## src/rtl/core/nps_pkg.sv

```systemverilog
// Shared types and constants of the nearest point search block.
package nps_pkg;

    localparam int MAX_POINTS_DEF = 1024;

    localparam int REQ_W     = 2;
    localparam int COORD_W   = 32;
    localparam int DIFF_W    = COORD_W + 1;
    localparam int SQ_W      = 2 * COORD_W;
    localparam int DIST_W    = SQ_W + 1;
    localparam int IDX_OUT_W = 10;

    typedef enum logic [REQ_W-1:0] {
        REQ_CLEAR  = 2'd0,
        REQ_APPEND = 2'd1,
        REQ_QUERY  = 2'd2,
        REQ_NONE   = 2'd3
    } req_t;

    // x and y of one stored point, packed into one RAM word
    typedef struct packed {
        logic signed [COORD_W-1:0] x;
        logic signed [COORD_W-1:0] y;
    } point_t;

endpackage

```

## src/rtl/core/nps_sq_dist.sv

```systemverilog
// Three-stage squared distance pipeline: difference, square, sum.
module nps_sq_dist import nps_pkg::*; #(
    parameter int IDX_W = 10
) (
    input  logic                      clk,
    input  logic                      rst_n,
    input  logic                      tag_valid,
    input  logic [IDX_W-1:0]          tag_idx,
    input  point_t                    point,
    input  logic signed [COORD_W-1:0] qx,
    input  logic signed [COORD_W-1:0] qy,
    output logic                      dist_valid,
    output logic [IDX_W-1:0]          dist_idx,
    output logic [DIST_W-1:0]         dist_sq,
    output logic                      busy
);

    logic             d_valid_reg;
    logic             m_valid_reg;
    logic             s_valid_reg;
    logic [IDX_W-1:0] d_idx_reg;
    logic [IDX_W-1:0] m_idx_reg;
    logic [IDX_W-1:0] s_idx_reg;
    logic [DIFF_W-1:0] dx_reg;
    logic [DIFF_W-1:0] dy_reg;
    logic [SQ_W-1:0]   sx_reg;
    logic [SQ_W-1:0]   sy_reg;
    logic [DIST_W-1:0] sum_reg;

    logic signed [DIFF_W-1:0] sub_x;
    logic signed [DIFF_W-1:0] sub_y;
    logic [DIFF_W-1:0]        dx_next;
    logic [DIFF_W-1:0]        dy_next;
    logic [2*DIFF_W-1:0]      sx_full;
    logic [2*DIFF_W-1:0]      sy_full;

    // magnitudes stay below 2^32, so squares fit in 64 bits
    always_comb
    begin
        sub_x   = {point.x[COORD_W-1], point.x} - {qx[COORD_W-1], qx};
        sub_y   = {point.y[COORD_W-1], point.y} - {qy[COORD_W-1], qy};
        dx_next = sub_x[DIFF_W-1] ? DIFF_W'(-sub_x) : DIFF_W'(sub_x);
        dy_next = sub_y[DIFF_W-1] ? DIFF_W'(-sub_y) : DIFF_W'(sub_y);
        sx_full = dx_reg * dx_reg;
        sy_full = dy_reg * dy_reg;
    end

    always_ff @(posedge clk or negedge rst_n)
    begin
        if (!rst_n)
        begin
            d_valid_reg <= 1'b0;
            m_valid_reg <= 1'b0;
            s_valid_reg <= 1'b0;
        end
        else
        begin
            d_valid_reg <= tag_valid;
            m_valid_reg <= d_valid_reg;
            s_valid_reg <= m_valid_reg;
        end
    end

    always_ff @(posedge clk)
    begin
        d_idx_reg <= tag_idx;
        m_idx_reg <= d_idx_reg;
        s_idx_reg <= m_idx_reg;
        dx_reg    <= dx_next;
        dy_reg    <= dy_next;
        sx_reg    <= sx_full[SQ_W-1:0];
        sy_reg    <= sy_full[SQ_W-1:0];
        sum_reg   <= {1'b0, sx_reg} + {1'b0, sy_reg};
    end

    assign dist_valid = s_valid_reg;
    assign dist_idx   = s_idx_reg;
    assign dist_sq    = sum_reg;
    assign busy       = d_valid_reg | m_valid_reg | s_valid_reg;

endmodule

```

## config.mk

```make
export PLATFORM = sky130hd
export DESIGN_NAME = nps_sq_dist
export DESIGN_NICKNAME = d
export VERILOG_FILES = /design/src/rtl/core/nps_pkg.sv /design/src/rtl/core/nps_sq_dist.sv
export SDC_FILE = /design/constraint.sdc
export NUM_CORES = 2
export LEC_CHECK = 0
export BUFFER_PORTS_ARGS = -buffer_cell sky130_fd_sc_hd__buf_2
export CORE_MARGIN = 8
export CORE_UTILIZATION = 50
export CTS_CLUSTER_SIZE = 16
export DETAILED_ROUTE_END_ITERATION = 12
export PLACE_DENSITY = 0.66
export SKIP_CTS_REPAIR_TIMING = 1
export SYNTH_ARGS = -nofsm -noshare
export SYNTH_HDL_FRONTEND = slang
export SYNTH_SLANG_ARGS = --single-unit
```

## constraint.sdc

```tcl
create_clock -name clk -period 14.09 [get_ports clk]
set_clock_uncertainty 0.05 [all_clocks]
set_input_delay 0.7045 -clock clk [delete_from_list [all_inputs] [get_ports clk]]
set_output_delay 0.7045 -clock clk [all_outputs]
set_load 0.005 [all_outputs]
```

==> metrics.yaml <==
status: "completed"
first_global_vias: 59500
top_layer: "met5"
yosysWarnings: 0
wl_met3_mm: 12.3
tns_ps: 0
final_antenna_net_count: 0
vias: 54700
netlist_area_um2: 75500
slew_headroom: 0.267
die_area_um2: 164000
startpoint_type: "register"
synth-seq-area-share: 0.0771
antenna_found_initial: 15
start_util: 0.504
rsz0062_at_grt: "false"
gp_congestion: 0.917
nNetsFinal: 10900
drc: 0
required_ps: 14510
max_stage_delay_ps: 750
design_area_um2: 79900
setup_viol: 0
tritoncts: "done"
fin_crit_ps: 9400
htree_levels: 2
drive_above_1_share: 0.0488
netlist_instances: 8310
worstSetupPathType: "register to register"
hold_viol: 0
synth_nets: 10800
worst_pin_slew_ps: 1100
synth.distinct_cells: 83
cts_sinks: 290
slowest_stage: "o32ai_1"
firstDrtPassIters: 5
pin_count: 218
end_kind: "register"
place_area_um2: 78600
dp_hpwl_mm: 158
largest_reg_flops: 65
die_h_um: 405
path_common_cell: "fa_1"
wl_per_cell_um: 18.7
synthTopCellsByCount: "inv_1, fa_1, nand2_1, ha_1, and2_1"
synthToLayoutAreaGrowth_pct: 5.81
synth_area_leaders: "fa_1, inv_1, ha_1"
grt_overflow: 0
core.rowCount: 142
cap_violations: 0
cts.path.max_buffers: 3
core_area_um2: 150000
m1WireLength_mm: 82.7
fin_crit_sh: 0.667
vias_per_cell: 5.26
wl_met2_mm: 92.8
insertion_delay_ps: 600
hold_ws_ps: 168
critPathMaxFanout: 27
netlist.top_cell.by_area: "fa_1"
grt_usage: 0.244
min_path_type: "primary input to register"
dpl.cell_count: 10300
ys.flop_type: "dfxtp_1"
synth.most_common_cell: "inv_1"
clk_pin_slew_ps: 60
synth_edf_count: 0
grt_pass1_wl_mm: 318
finalNonFillerCells: 10400
cts-buffers-inserted: 37
yosysTopAreaCellShare: 0.457
cts-root-buf: "clkbuf_16"
grt_max_degree: 35
async_reset_ff_frac: 0.0103
max_freq_mhz: 106
drtIter0Drc: 3318
maxSlewViolCount: 0
wl_mm: 195
arrival_ps: 9820
die_x_um: 405
io_buffers: 217
avgSynthCellArea_um2: 9.09
synth-seq-cells: 290
-- cell type report --
type / count / area (um^2)
tap: 2016 / 2520
inverter: 2397 / 9000
antenna: 5 / 12.5
sequential: 290 / 5830
fill: 13900 / 70100
timing repair buffer: 283 / 1580
clock inverter: 25 / 365
clock buffer: 41 / 961
multi-input combinational: 5338 / 59600
-- metal layers --
metal | up-vias | track usage
li1 | 24800 | -
met1 | 27900 | 0.335
met2 | 1662 | 0.405
met3 | 404 | 0.0305
met4 | 8 | 0.0750
met5 | - | 0
-- critical path: cells and delay by family (launching register included) --
family | cells | cell delay, ps
compound gates | 7 | 2380
fa+ha+maj | 9 | 4080
buf+inv | 8 | 1240
flops | 1 | 300
simple gates | 4 | 1230
-- path summary, 6_finish.rpt --
check	slack [ps]	start	endpoint	cells past startpoint
worst max-delay path	4690	dx_reg[16]$_DFF_P_	sx_reg[59]$_DFF_P_	28
worst min-delay path	170	tag_idx[7]	d_idx_reg[7]$_DFF_P_	1
max in group asynchronous	13500	rst_n	m_valid_reg$_DFF_PN0_	2
worst max register to register	4690	dx_reg[16]$_DFF_P_	sx_reg[59]$_DFF_P_	28
worst min register to register	270	m_idx_reg[5]$_DFF_P_	dist_idx[5]$_DFF_P_	0
min in group asynchronous	390	rst_n	dist_valid$_DFF_PN0_	2
-- cells by family after synthesis --
| logic type | after synthesis | synth area share |
|---|---|---|
| buf+inv | 2682 | 0.133 |
| fa+ha+maj | 2376 | 0.565 |
| simple gates | 1773 | 0.113 |
| compound gates | 863 | 0.0741 |
| xor+xnor | 315 | 0.0365 |
| flops | 290 | 0.0771 |
| mux | 11 | 0.00149 |
-- through the flow --
step                utilization  setup WS [ps]
floorplan                     -           6320
global placement          0.524           5020
detailed placement        0.524           4890
CTS                       0.533           4900
global route              0.533           4330
finish                    0.533           4690
-- cell usage in the layout, fill, tap and decap left out, types with 11 or more instances in the layout --
cell type / Yosys / routed
inv_1: 2391 / 2391
fa_1: 1723 / 1723
nand2_1: 755 / 755
ha_1: 653 / 653
and2_1: 426 / 426
dfxtp_1: 287 / 276
a21oi_1: 265 / 265
nor2_1: 259 / 259
buf_2: 4 / 217
xnor2_1: 203 / 203
o21ai_0: 150 / 150
a21o_1: 126 / 126
xor2_1: 112 / 112
nand3_1: 66 / 66
buf_4: 0 / 65
nor3_1: 56 / 56
nand4_1: 50 / 50
a31oi_1: 40 / 40
o21bai_1: 37 / 37
clkbuf_16: 0 / 37
nor2b_1: 31 / 31
a211oi_1: 31 / 31
o31ai_1: 29 / 29
and3_1: 29 / 29
o21a_1: 26 / 26
or2_2: 22 / 22
o211ai_1: 18 / 18
nand2b_1: 15 / 15
nor4_1: 13 / 13
a21boi_0: 13 / 13
or3_1: 11 / 11
dfxtp_2: 0 / 11
Power is not shown: default switching activity piles up to over one toggle a cycle in this logic, so the estimate is an artifact.
